**src/rtl/rbm_pkg.sv**
```systemverilog
// Shared types and constants for the roaring bitmap block size measurer.
`timescale 1ns / 1ps
`default_nettype none
package rbm_pkg;

  localparam logic [16:0] MAX_CONTAINERS   = 17'd65536;
  localparam logic [16:0] ARRAY_LIMIT      = 17'd4096;
  localparam logic [16:0] OFFSET_THRESHOLD = 17'd4;

  localparam logic [31:0] COOKIE_NORUN   = 32'd12346;
  localparam logic [15:0] COOKIE_RUN     = 16'd12347;
  localparam logic [16:0] COUNT_SATURATE = 17'h1FFFF;
  localparam logic [34:0] BITSET_BYTES   = 35'd8192;

  localparam logic [1:0] ST_OK         = 2'd0;
  localparam logic [1:0] ST_BAD_COOKIE = 2'd1;
  localparam logic [1:0] ST_BAD_COUNT  = 2'd2;

  typedef enum logic [2:0] {
    PH_COOKIE     = 3'd0,
    PH_COUNT      = 3'd1,
    PH_DESC       = 3'd2,
    PH_NORUN_TAIL = 3'd3,
    PH_RUN_HDR    = 3'd4,
    PH_RUN_COUNT  = 3'd5,
    PH_RUN_SKIP   = 3'd6,
    PH_IDLE       = 3'd7
  } phase_t;

  typedef struct packed {
    logic [34:0] block_size;
    logic [16:0] container_count;
    logic        is_run_format;
    logic        is_normalized;
    logic [1:0]  status;
  } result_t;

endpackage
`default_nettype wire

```
**src/rtl/roaring32_block_measure_unit.sv**
```systemverilog
// Top level: streaming size measurer for portable-format 32-bit roaring bitmap blocks.
//
//  channel | direction | ports                                   | request
//  in_     | input     | in_byte_value, in_start_block           | one stream byte
//  out_    | output    | out_block_size, out_container_count,    | one block summary
//          |           | out_is_run_format, out_is_normalized,   |
//          |           | out_status                              |
//
// One byte is taken each cycle while in_stall is low; the parse state and the result
// register are updated by one pass of logic; a summary is stored with its final byte.
// A result register plus one skid entry hold summaries while out_stall is high;
// in_stall rises only when the skid entry is full.
// rst_n is synchronous and clears the parse state and both result valid flags.
`timescale 1ns / 1ps
`default_nettype none
module roaring32_block_measure_unit #(
  parameter logic [16:0] MAX_CONTAINERS   = rbm_pkg::MAX_CONTAINERS,
  parameter logic [16:0] ARRAY_LIMIT      = rbm_pkg::ARRAY_LIMIT,
  parameter logic [16:0] OFFSET_THRESHOLD = rbm_pkg::OFFSET_THRESHOLD
) (
  input  wire logic        clk,
  input  wire logic        rst_n,
  input  wire logic        in_valid,
  output logic             in_stall,
  input  wire logic [7:0]  in_byte_value,
  input  wire logic        in_start_block,
  output logic             out_valid,
  input  wire logic        out_stall,
  output logic [34:0]      out_block_size,
  output logic [16:0]      out_container_count,
  output logic             out_is_run_format,
  output logic             out_is_normalized,
  output logic [1:0]       out_status
);

  rbm_pkg::phase_t  phase_r, phase_nxt;
  logic [31:0]      field_shift_r, field_shift_nxt;
  logic [2:0]       field_cnt_r, field_cnt_nxt;
  logic [31:0]      cookie_r, cookie_nxt;
  logic [16:0]      declared_r, declared_nxt;
  logic [16:0]      index_r, index_nxt;
  logic [34:0]      size_acc_r, size_acc_nxt;
  logic [34:0]      skip_r, skip_nxt;
  logic [34:0]      consumed_r, consumed_nxt;

  logic             emit;
  logic [1:0]       emit_status;
  logic [31:0]      gathered;
  logic [16:0]      card;
  logic [34:0]      offsets;
  logic [34:0]      run_hdr;
  rbm_pkg::result_t res;

  logic             in_acc;
  logic             res_valid;
  logic             out_take;
  logic             out_valid_r;
  logic             skid_valid_r;
  rbm_pkg::result_t out_r;
  rbm_pkg::result_t skid_r;

  assign in_acc    = in_valid & ~in_stall;
  assign res_valid = in_acc & emit;
  assign out_take  = out_valid_r & ~out_stall;

  always_comb begin
    phase_nxt       = phase_r;
    field_shift_nxt = field_shift_r;
    field_cnt_nxt   = field_cnt_r;
    cookie_nxt      = cookie_r;
    declared_nxt    = declared_r;
    index_nxt       = index_r;
    size_acc_nxt    = size_acc_r;
    skip_nxt        = skip_r;
    consumed_nxt    = consumed_r;
    emit            = 1'b0;
    emit_status     = rbm_pkg::ST_OK;
    gathered        = '0;
    card            = '0;
    offsets         = '0;
    run_hdr         = '0;

    if (in_start_block) begin
      phase_nxt       = rbm_pkg::PH_COOKIE;
      field_shift_nxt = '0;
      field_cnt_nxt   = '0;
      cookie_nxt      = '0;
      declared_nxt    = '0;
      index_nxt       = '0;
      size_acc_nxt    = '0;
      skip_nxt        = '0;
      consumed_nxt    = '0;
    end

    if (phase_nxt != rbm_pkg::PH_IDLE) begin
      consumed_nxt = consumed_nxt + 35'd1;
      gathered = field_shift_nxt |
                 ({24'd0, in_byte_value} << {field_cnt_nxt[1:0], 3'b000});
      case (phase_nxt)
        rbm_pkg::PH_COOKIE: begin
          field_shift_nxt = gathered;
          field_cnt_nxt   = field_cnt_nxt + 3'd1;
          if (field_cnt_nxt >= 3'd4) begin
            cookie_nxt      = gathered;
            field_shift_nxt = '0;
            field_cnt_nxt   = '0;
            if (gathered == rbm_pkg::COOKIE_NORUN) begin
              phase_nxt = rbm_pkg::PH_COUNT;
            end else if (gathered[15:0] == rbm_pkg::COOKIE_RUN) begin
              declared_nxt = {1'b0, gathered[31:16]} + 17'd1;
              if (declared_nxt > MAX_CONTAINERS) begin
                emit        = 1'b1;
                emit_status = rbm_pkg::ST_BAD_COUNT;
              end else begin
                offsets = (declared_nxt >= OFFSET_THRESHOLD) ?
                          {16'd0, declared_nxt, 2'b00} : 35'd0;
                run_hdr = {17'd0, ({1'b0, declared_nxt} + 18'd7) >> 3} +
                          {16'd0, declared_nxt, 2'b00} + offsets;
                skip_nxt  = run_hdr;
                index_nxt = '0;
                phase_nxt = rbm_pkg::PH_RUN_HDR;
              end
            end else begin
              emit        = 1'b1;
              emit_status = rbm_pkg::ST_BAD_COOKIE;
            end
          end
        end
        rbm_pkg::PH_COUNT: begin
          field_shift_nxt = gathered;
          field_cnt_nxt   = field_cnt_nxt + 3'd1;
          if (field_cnt_nxt >= 3'd4) begin
            field_shift_nxt = '0;
            field_cnt_nxt   = '0;
            if (gathered > {15'd0, MAX_CONTAINERS}) begin
              declared_nxt = (gathered > {15'd0, rbm_pkg::COUNT_SATURATE}) ?
                             rbm_pkg::COUNT_SATURATE : gathered[16:0];
              emit         = 1'b1;
              emit_status  = rbm_pkg::ST_BAD_COUNT;
            end else begin
              declared_nxt = gathered[16:0];
              if (gathered == 32'd0) begin
                emit = 1'b1;
              end else begin
                index_nxt    = '0;
                size_acc_nxt = '0;
                phase_nxt    = rbm_pkg::PH_DESC;
              end
            end
          end
        end
        rbm_pkg::PH_DESC: begin
          if (field_cnt_nxt[1:0] == 2'd2) begin
            field_shift_nxt = {24'd0, in_byte_value};
          end
          if (field_cnt_nxt[1:0] == 2'd3) begin
            card = {1'b0, in_byte_value, field_shift_nxt[7:0]} + 17'd1;
            size_acc_nxt = size_acc_nxt + ((card <= ARRAY_LIMIT) ?
                           {17'd0, card, 1'b0} : rbm_pkg::BITSET_BYTES);
            field_shift_nxt = '0;
            index_nxt       = index_nxt + 17'd1;
            if (index_nxt >= declared_nxt) begin
              offsets = (declared_nxt >= OFFSET_THRESHOLD) ?
                        {16'd0, declared_nxt, 2'b00} : 35'd0;
              skip_nxt  = offsets + size_acc_nxt;
              phase_nxt = rbm_pkg::PH_NORUN_TAIL;
            end
          end
          field_cnt_nxt = {1'b0, field_cnt_nxt[1:0] + 2'd1};
        end
        rbm_pkg::PH_NORUN_TAIL: begin
          if (skip_nxt != 35'd0) begin
            skip_nxt = skip_nxt - 35'd1;
          end
          if (skip_nxt == 35'd0) begin
            emit = 1'b1;
          end
        end
        rbm_pkg::PH_RUN_HDR: begin
          if (skip_nxt != 35'd0) begin
            skip_nxt = skip_nxt - 35'd1;
          end
          if (skip_nxt == 35'd0) begin
            field_shift_nxt = '0;
            field_cnt_nxt   = '0;
            phase_nxt       = rbm_pkg::PH_RUN_COUNT;
          end
        end
        rbm_pkg::PH_RUN_COUNT: begin
          field_shift_nxt = gathered;
          field_cnt_nxt   = field_cnt_nxt + 3'd1;
          if (field_cnt_nxt >= 3'd2) begin
            field_shift_nxt = '0;
            field_cnt_nxt   = '0;
            index_nxt       = index_nxt + 17'd1;
            if (gathered[15:0] == 16'd0) begin
              if (index_nxt >= declared_nxt) begin
                emit = 1'b1;
              end
            end else begin
              skip_nxt  = {17'd0, gathered[15:0], 2'b00};
              phase_nxt = rbm_pkg::PH_RUN_SKIP;
            end
          end
        end
        rbm_pkg::PH_RUN_SKIP: begin
          if (skip_nxt != 35'd0) begin
            skip_nxt = skip_nxt - 35'd1;
          end
          if (skip_nxt == 35'd0) begin
            if (index_nxt >= declared_nxt) begin
              emit = 1'b1;
            end else begin
              phase_nxt = rbm_pkg::PH_RUN_COUNT;
            end
          end
        end
        default: begin
          phase_nxt = rbm_pkg::PH_IDLE;
        end
      endcase
      if (emit) begin
        phase_nxt = rbm_pkg::PH_IDLE;
      end
    end

    res.block_size      = consumed_nxt;
    res.container_count = (emit_status == rbm_pkg::ST_BAD_COOKIE) ? 17'd0 : declared_nxt;
    res.is_run_format   = (emit_status != rbm_pkg::ST_BAD_COOKIE) &&
                          (cookie_nxt[15:0] == rbm_pkg::COOKIE_RUN);
    res.is_normalized   = (emit_status == rbm_pkg::ST_OK) &&
                          (cookie_nxt == rbm_pkg::COOKIE_NORUN) &&
                          !((declared_nxt != 17'd0) &&
                            (declared_nxt < OFFSET_THRESHOLD));
    res.status          = emit_status;
  end

  // advance parse state on each accepted byte
  always_ff @(posedge clk) begin
    if (!rst_n) begin
      phase_r       <= rbm_pkg::PH_COOKIE;
      field_shift_r <= '0;
      field_cnt_r   <= '0;
      cookie_r      <= '0;
      declared_r    <= '0;
      index_r       <= '0;
      size_acc_r    <= '0;
      skip_r        <= '0;
      consumed_r    <= '0;
    end else if (in_acc) begin
      phase_r       <= phase_nxt;
      field_shift_r <= field_shift_nxt;
      field_cnt_r   <= field_cnt_nxt;
      cookie_r      <= cookie_nxt;
      declared_r    <= declared_nxt;
      index_r       <= index_nxt;
      size_acc_r    <= size_acc_nxt;
      skip_r        <= skip_nxt;
      consumed_r    <= consumed_nxt;
    end
  end

  // hold results in the output register and the skid entry
  always_ff @(posedge clk) begin
    if (!rst_n) begin
      out_valid_r  <= 1'b0;
      skid_valid_r <= 1'b0;
    end else begin
      if (!out_valid_r || out_take) begin
        if (skid_valid_r) begin
          out_valid_r  <= 1'b1;
          skid_valid_r <= 1'b0;
        end else begin
          out_valid_r <= res_valid;
        end
      end else if (res_valid) begin
        skid_valid_r <= 1'b1;
      end
    end
  end

  always_ff @(posedge clk) begin
    if (!out_valid_r || out_take) begin
      if (skid_valid_r) begin
        out_r <= skid_r;
      end else if (res_valid) begin
        out_r <= res;
      end
    end else if (res_valid) begin
      skid_r <= res;
    end
  end

  assign in_stall            = skid_valid_r;
  assign out_valid           = out_valid_r;
  assign out_block_size      = out_r.block_size;
  assign out_container_count = out_r.container_count;
  assign out_is_run_format   = out_r.is_run_format;
  assign out_is_normalized   = out_r.is_normalized;
  assign out_status          = out_r.status;

  a_skid_behind_out: assert property (@(posedge clk) disable iff (!rst_n)
    skid_valid_r |-> out_valid_r)
    else $error("skid entry full while output register empty");

  a_idle_after_emit: assert property (@(posedge clk) disable iff (!rst_n)
    res_valid |=> phase_r == rbm_pkg::PH_IDLE)
    else $error("parser not idle after a block summary");

  a_idle_silent: assert property (@(posedge clk) disable iff (!rst_n)
    (in_acc && phase_r == rbm_pkg::PH_IDLE && !in_start_block) |-> !res_valid)
    else $error("summary produced while idle");

  a_bad_cookie_size: assert property (@(posedge clk) disable iff (!rst_n)
    (res_valid && res.status == rbm_pkg::ST_BAD_COOKIE) |->
      (res.block_size == 35'd4 && res.container_count == 17'd0))
    else $error("bad cookie summary has wrong size or count");

endmodule
`default_nettype wire
```
**config.mk**
```make
export PLATFORM = sky130hd
export DESIGN_NAME = roaring32_block_measure_unit
export DESIGN_NICKNAME = d
export VERILOG_FILES = /design/src/rtl/rbm_pkg.sv /design/src/rtl/roaring32_block_measure_unit.sv
export SDC_FILE = /design/constraint.sdc
export NUM_CORES = 1
export LEC_CHECK = 0
export ABC_AREA = 1
export BUFFER_PORTS_ARGS = -buffer_cell sky130_fd_sc_hd__buf_4
export CELL_PAD_IN_SITES_DETAIL_PLACEMENT = 0
export CELL_PAD_IN_SITES_GLOBAL_PLACEMENT = 2
export CORE_MARGIN = 8
export CORE_UTILIZATION = 36
export CTS_CLUSTER_SIZE = 20
export DETAILED_ROUTE_END_ITERATION = 8
export PLACE_DENSITY_LB_ADDON = 0.1
export SLEW_MARGIN = 30
export SYNTH_ARGS = -nofsm -noshare
export SYNTH_HDL_FRONTEND = slang
export SYNTH_SLANG_ARGS = --single-unit
export TNS_END_PERCENT = 1
```
**constraint.sdc**
```tcl
create_clock -name clk -period 10.8 [get_ports clk]
set_input_delay 1.62 -clock clk [delete_from_list [all_inputs] [get_ports clk]]
set_output_delay 1.62 -clock clk [all_outputs]
set_load 0.01 [all_outputs]
```
### After elaboration in Yosys (flattened, before gate mapping)

Index checks and enable logic that the tools add are counted.

* mux-type cells: 117
* add/subtract/negate cells: 12
* bitwise gates (word level): 8
* shifts and indexed selects: 1
* order comparisons: 11
* equal/unequal tests: 15
* reduce and logical (&&, ||, !) cells: 21

Operator list (number)
* $mux 35: 25
* $mux 32: 13
* $mux 17: 20
* $pmux 35 s6: 1
* $pmux 32 s4: 1
* $mux 56: 2
* $logic_not 35->1: 3
* $pmux 35 s2: 1
* $pmux 17 s4: 1
* $mux 3: 22
* $eq 32x14->1 const B: 2
* $gt 32x17->1 const B: 2
* $mux 19: 2
* $add 19x35->35: 1
* $add 35x1->35 const B: 1
* $add 35x18->35: 1
* $reduce_bool 35->1: 1
* $sub 35x1->35 const B: 1
* $add 16x1->17 const B: 2
* $ge 17x17->1: 2
* $ge 17x3->1 const B: 2
* $pmux 17 s2: 1
* $eq 16x14->1 const B: 2
* $logic_not 32->1: 1
* other kinds (39): 75

* output and inout bits: 58
* bits of input ports: 13
* register bits: 323
* logic and storage cells: 206

### Longest topological paths before layout

* word-level depth: 16
* gate-level depth with buffers: 55
* depth with buffers taken out: 50

### Least setup slack after synthesis

Ideal clock, no wire load.

* path type: input to register
* start point: in in_start_block
* end point: reg out_r, in the netlist out_block_size[0], enable pin
* required time: 10.315 ns
* arrival time: 7.533 ns
* setup time: 0.485 ns
* cell stages on the path: 24
* buffers on the path: 4
* slack: 2.782 ns
* cells stage by stage: buf_6 buf_6 buf_4 buf_6 nor2_1 ha_1 nand3_1 nor3_2 nand3_1 nor3_2 nand3_1 nor3_2 xor2_1 ha_1 nand4_1 nor3_1 o21ai_0 nand4_1 nand4_1 nand2_1 clkinv_1 o21ai_2 nand2_1 a21boi_1

* longest elaborated chain between the ends: 15
* elaborated cells on any way between the ends: 55
* those cells by class: add/sub (4); order compare (6); eq/ne (7); shift (1); mux (27); bitwise (2); reduce/logical (8)

RTL lines
* from (decl): RTL line roaring32_block_measure_unit.sv:26 `input wire logic in_start_block,`
* $mux 3: RTL line roaring32_block_measure_unit.sv:83 `if (in_start_block) begin`
* $shl 8x5->32: RTL line roaring32_block_measure_unit.sv:98 `({24'd0, in_byte_value} << {field_cnt_nxt[1:0], 3'b000});`
* $or 32x32->32: RTL line roaring32_block_measure_unit.sv:97 `gathered = field_shift_nxt |`
* $add 16x1->17: RTL line roaring32_block_measure_unit.sv:110 `declared_nxt = {1'b0, gathered[31:16]} + 17'd1;`
* $gt 17x17->1: RTL line roaring32_block_measure_unit.sv:111 `if (declared_nxt > MAX_CONTAINERS) begin`
* $mux 1: RTL line roaring32_block_measure_unit.sv:111
* $mux 1: RTL line roaring32_block_measure_unit.sv:109 `end else if (gathered[15:0] == rbm_pkg::COOKIE_RUN) begin`
* $mux 1: RTL line roaring32_block_measure_unit.sv:107 `if (gathered == rbm_pkg::COOKIE_NORUN) begin`
* $mux 1: RTL line roaring32_block_measure_unit.sv:103 `if (field_cnt_nxt >= 3'd4) begin`
* $pmux 1 s5: RTL line roaring32_block_measure_unit.sv:99 `case (phase_nxt)`
* $mux 1: RTL line roaring32_block_measure_unit.sv:95 `if (phase_nxt != rbm_pkg::PH_IDLE) begin`
* $mux 1 (*): RTL line roaring32_block_measure_unit.sv:95
* $and 1x1->1 (*): RTL line roaring32_block_measure_unit.sv:63 `assign res_valid = in_acc & emit;`
* $reduce_bool 2->1 (no source line) (*)
* $reduce_and 2->1 (no source line) (*)
* to (signal assigned): RTL line roaring32_block_measure_unit.sv:285 `out_r <= skid_r;`
* to (signal assigned): RTL line roaring32_block_measure_unit.sv:287 `out_r <= res;`
* to (decl): RTL line roaring32_block_measure_unit.sv:59 `rbm_pkg::result_t out_r;`

Mark *: on every way between the ends. The rest lies on a longest branch, timed or not. The select of a mux whose other input is x is not followed.
A chain may end at the register's enable or synchronous reset.

### Worst setup path after layout

* start point: in in_start_block
* end point: reg skip_r[29]

* longest elaborated chain between the ends: 14
* elaborated cells on any way between the ends: 57
* those cells by class: add/sub (7); order compare (6); eq/ne (10); shift (1); mux (29); bitwise (1); reduce/logical (3)

RTL lines
* $mux 3: RTL line roaring32_block_measure_unit.sv:83
* $eq 2x2->1: RTL line roaring32_block_measure_unit.sv:153 `if (field_cnt_nxt[1:0] == 2'd2) begin`
* $mux 32: RTL line roaring32_block_measure_unit.sv:153
* $mux 32: RTL line roaring32_block_measure_unit.sv:99
* $mux 32: RTL line roaring32_block_measure_unit.sv:95
* $add 16x1->17: RTL line roaring32_block_measure_unit.sv:157 `card = {1'b0, in_byte_value, field_shift_nxt[7:0]} + 17'd1;`
* $le 17x13->1: RTL line roaring32_block_measure_unit.sv:158 `size_acc_nxt = size_acc_nxt + ((card <= ARRAY_LIMIT) ?`
* $mux 18: RTL line roaring32_block_measure_unit.sv:158
* $add 35x18->35: RTL line roaring32_block_measure_unit.sv:158
* $add 19x35->35: RTL line roaring32_block_measure_unit.sv:165 `skip_nxt = offsets + size_acc_nxt;`
* $mux 35: RTL line roaring32_block_measure_unit.sv:162 `if (index_nxt >= declared_nxt) begin`
* $mux 35: RTL line roaring32_block_measure_unit.sv:156 `if (field_cnt_nxt[1:0] == 2'd3) begin`
* $pmux 35 s6: RTL line roaring32_block_measure_unit.sv:99
* $mux 35 (*): RTL line roaring32_block_measure_unit.sv:95
* to (signal assigned): RTL line roaring32_block_measure_unit.sv:258 `skip_r <= skip_nxt;`
* to (decl): RTL line roaring32_block_measure_unit.sv:43 `logic [34:0] skip_r, skip_nxt;`

Marked as above.

==> results.cfg <==
[finish]
antenna_cells = 0
fillers = 8360
regArea_sq_um = 7590
drive_gt1_frac = 0.0888
area_growth_pct = 10.1
final_common_cell = nand2_1
multiInputGateArea_sq_um = 17000
layout_common_cells = 1018 x nand2_1, 564 x inv_1, 465 x nor2_1, 326 x o21ai_0, 325 x a21oi_1
finalNetCount = 4443

[sta]
finalClockSkew_ns = 0.0230
max_freq_ghz = 0.120
post-route-period-util = 0.774
max-slew-margin-rel = 0.348
timing_worst_slew_pin_value_ns = 0.976
rsz0062_at_grt = false
whs_ns = 0.444
slew_viol_final = 0
totalNegativeSetupSlack_ns = 0
period_needed_ns = 8.36
finalSetupViolations = 0
final_hold_viol_count = 0

[drt]
drc_errors = 0
wl_per_cell_microns = 21.1
antenna_left = 0
dr_total_vias = 28800
drt_iter0_markers = 2407
drt_wl_total_mm = 114
drtPass1Iterations = 6
drt-vias-per-instance = 5.34

[clock_network]
cts_resized = 0
h-tree-depth = 2
cts.sinks = 323
clock_latency_ns = 0.60
tritoncts = done
cts_hold_buf = 0
cts.path.max_buffers = 3
cts_buffers = 43
cts.root.buffer_cell = clkbuf_16
path_clk_slew_ns = 0.06
cts_setup_buffers = 0

[worst_setup_path]
required_ns = 11.23
r2r_slack_ns = 2.65
cp-start-kind = primary input
reg2reg_depth = 44
max_stage_delay_ns = 0.55
end_kind = flop
cp_common_cell = nand2_1
worstSetupPathType = in -> reg
cp.arrival_ns = 8.78
critPathMaxFanout = 30
crit_path_top_delay_cell = ha_1

[synthesis]
syn_avg_cell_area_sq_um = 6.37
ys.warnings.count = 0
seq_area_frac_synth = 0.274
ys_ff_latch = 323
synth.distinct_cells = 80
synth_edf_count = 112
synthesis.instances = 4343
syn-cell-area_sq_um = 27700
ys.flop_type = dfxtp_1
async_reset_ff_frac = 0

[pwr]
comb_power_share = 0.216
pwr-share-seq = 0.366
netSwitchingFraction = 0.335
power_frac_clock = 0.418
internal-power_uw = 2400
ir_drop_mv = 0.111
leakage_uw = 0.0142
power_density_nw_per_um2 = 119
switchingPower_uw = 1210

[placed_design]
hpwl_mm = 85.8
port_buffers = 70
gp_congestion = 0.920

[global_route]
grt_max_degree = 88
grt_pass1_vias = 27600
grt_first_pass_wirelength_mm = 173
gr-usage-all-layers = 0.257
antenna_found_initial = 2
grt-ovfl-total = 0

[floorplanning]
die_w_microns = 293
ios = 71
die-height_microns = 293
die-area_sq_um = 86000
core-area_sq_um = 75900
start_util = 0.364
rows = 101

[hold_path]
hp-class = reg -> reg
hold_depth = 2

[job]
max_cap_violations = 0

[outcome]
outcome = finished clean
flip-flops by register name (all words and copies together), names as in the netlist, 2 cells and up:
signal / count
skid_r: 56
consumed_r: 35
out_block_size: 35
size_acc_r: 35
skip_r: 35
cookie_r: 32
field_shift_r: 32
declared_r: 17
index_r: 17
out_container_count: 17
field_cnt_r: 3
phase_r: 3
out_status: 2
worst paths after layout:
kind                        from            end
setup / recovery  in_start_block     skip_r[29]
hold / removal     size_acc_r[0]  size_acc_r[0]
setup reg to reg  field_cnt_r[1]     skip_r[29]
hold reg to reg    size_acc_r[0]  size_acc_r[0]
cells in the mapped netlist (11+ instances only):
cell | n | share of area
clkbuf_1 | 127 | 0.017
nor2_1 | 468 | 0.064
inv_2 | 20 | 0.0027
nor4_1 | 27 | 0.0061
o22ai_1 | 30 | 0.0068
nand2_1 | 1020 | 0.14
o211ai_1 | 30 | 0.0081
inv_1 | 564 | 0.077
buf_2 | 21 | 0.0038
nand4_1 | 86 | 0.019
o21ai_0 | 326 | 0.059
a221oi_1 | 20 | 0.0063
nor3_1 | 36 | 0.0065
clkinv_1 | 12 | 0.0016
xnor2_1 | 18 | 0.0057
nor2_4 | 11 | 0.0045
a21oi_1 | 325 | 0.059
or2_2 | 17 | 0.0038
buf_1 | 17 | 0.0023
nand2_2 | 62 | 0.014
edfxtp_1 | 112 | 0.12
ha_1 | 105 | 0.047
nor2_2 | 25 | 0.0057
o21ai_1 | 33 | 0.0060
nand3_1 | 299 | 0.054
buf_6 | 21 | 0.0085
o221ai_1 | 33 | 0.010
xor2_1 | 100 | 0.032
nand3_2 | 11 | 0.0040
a31oi_1 | 14 | 0.0032
dfxtp_1 | 211 | 0.15
nor3_2 | 12 | 0.0043
cells by family after synthesis:
group / Yosys count / share of synthesized area
buffers and inverters: 789 / 0.115
flip-flops: 323 / 0.274
XOR/XNOR: 122 / 0.0397
adder cells (fa/ha/maj): 108 / 0.0497
AND/OR/NAND/NOR: 2117 / 0.340
AO/OA/AOI/OAI: 883 / 0.181
other: 1 / 0.000136
stage by stage:
stage	total power, uW	worst slack, ns	std cells	area (sq um)	util
after CTS	3650	2.47	5386	30400	0.401
after detailed placement	2110	1.85	5306	28900	0.381
final	3610	2.44	5387	30400	0.401
after floorplan	1870	2.78	4359	27700	-
after global routing	3780	1.53	5387	30400	0.401
after global placement	2120	1.92	5306	28900	0.381
layout make-up:
cell class | count | share of cell area
Multi-Input combinational cell | 3247 | 0.558
Sequential cell | 323 | 0.249
Inverter | 598 | 0.0742
Tap cell | 1030 | 0.0423
Clock buffer | 58 | 0.0398
Timing Repair Buffer | 109 | 0.0277
Clock inverter | 22 | 0.00880
worst max-delay path, delay by kind of cell:
kind	cells	cell delay [ns]
xor+xnor	2	0.29
simple gates	27	3.61
buf+inv	6	0.62
compound gates	6	1.14
fa+ha+maj	4	1.46
routing by layer:
metal	vias up	share of wire	wire [microns]	track usage
met4	2	0.022	2490	0.0617
li1	14300	-	-	-
met2	775	0.45	51600	0.421
met3	120	0.054	6110	0.0327
met5	-	0.00011	13	0
met1	13600	0.47	53400	0.358
power groups by stage:
| stage | Clock [uW] | Sequential, uW | Combinational, uW |
|---|---|---|---|
| 2_1_floorplan | 0 | 1340 | 535 |
| 3_3_place_gp | 0 | 1350 | 771 |
| 3_5_place_dp | 0 | 1350 | 767 |
| 4_1_cts | 1550 | 1320 | 771 |
| 5_1_grt | 1590 | 1330 | 864 |
| 6_report | 1510 | 1320 | 781 |
Power figures use the tool's default switching activity.
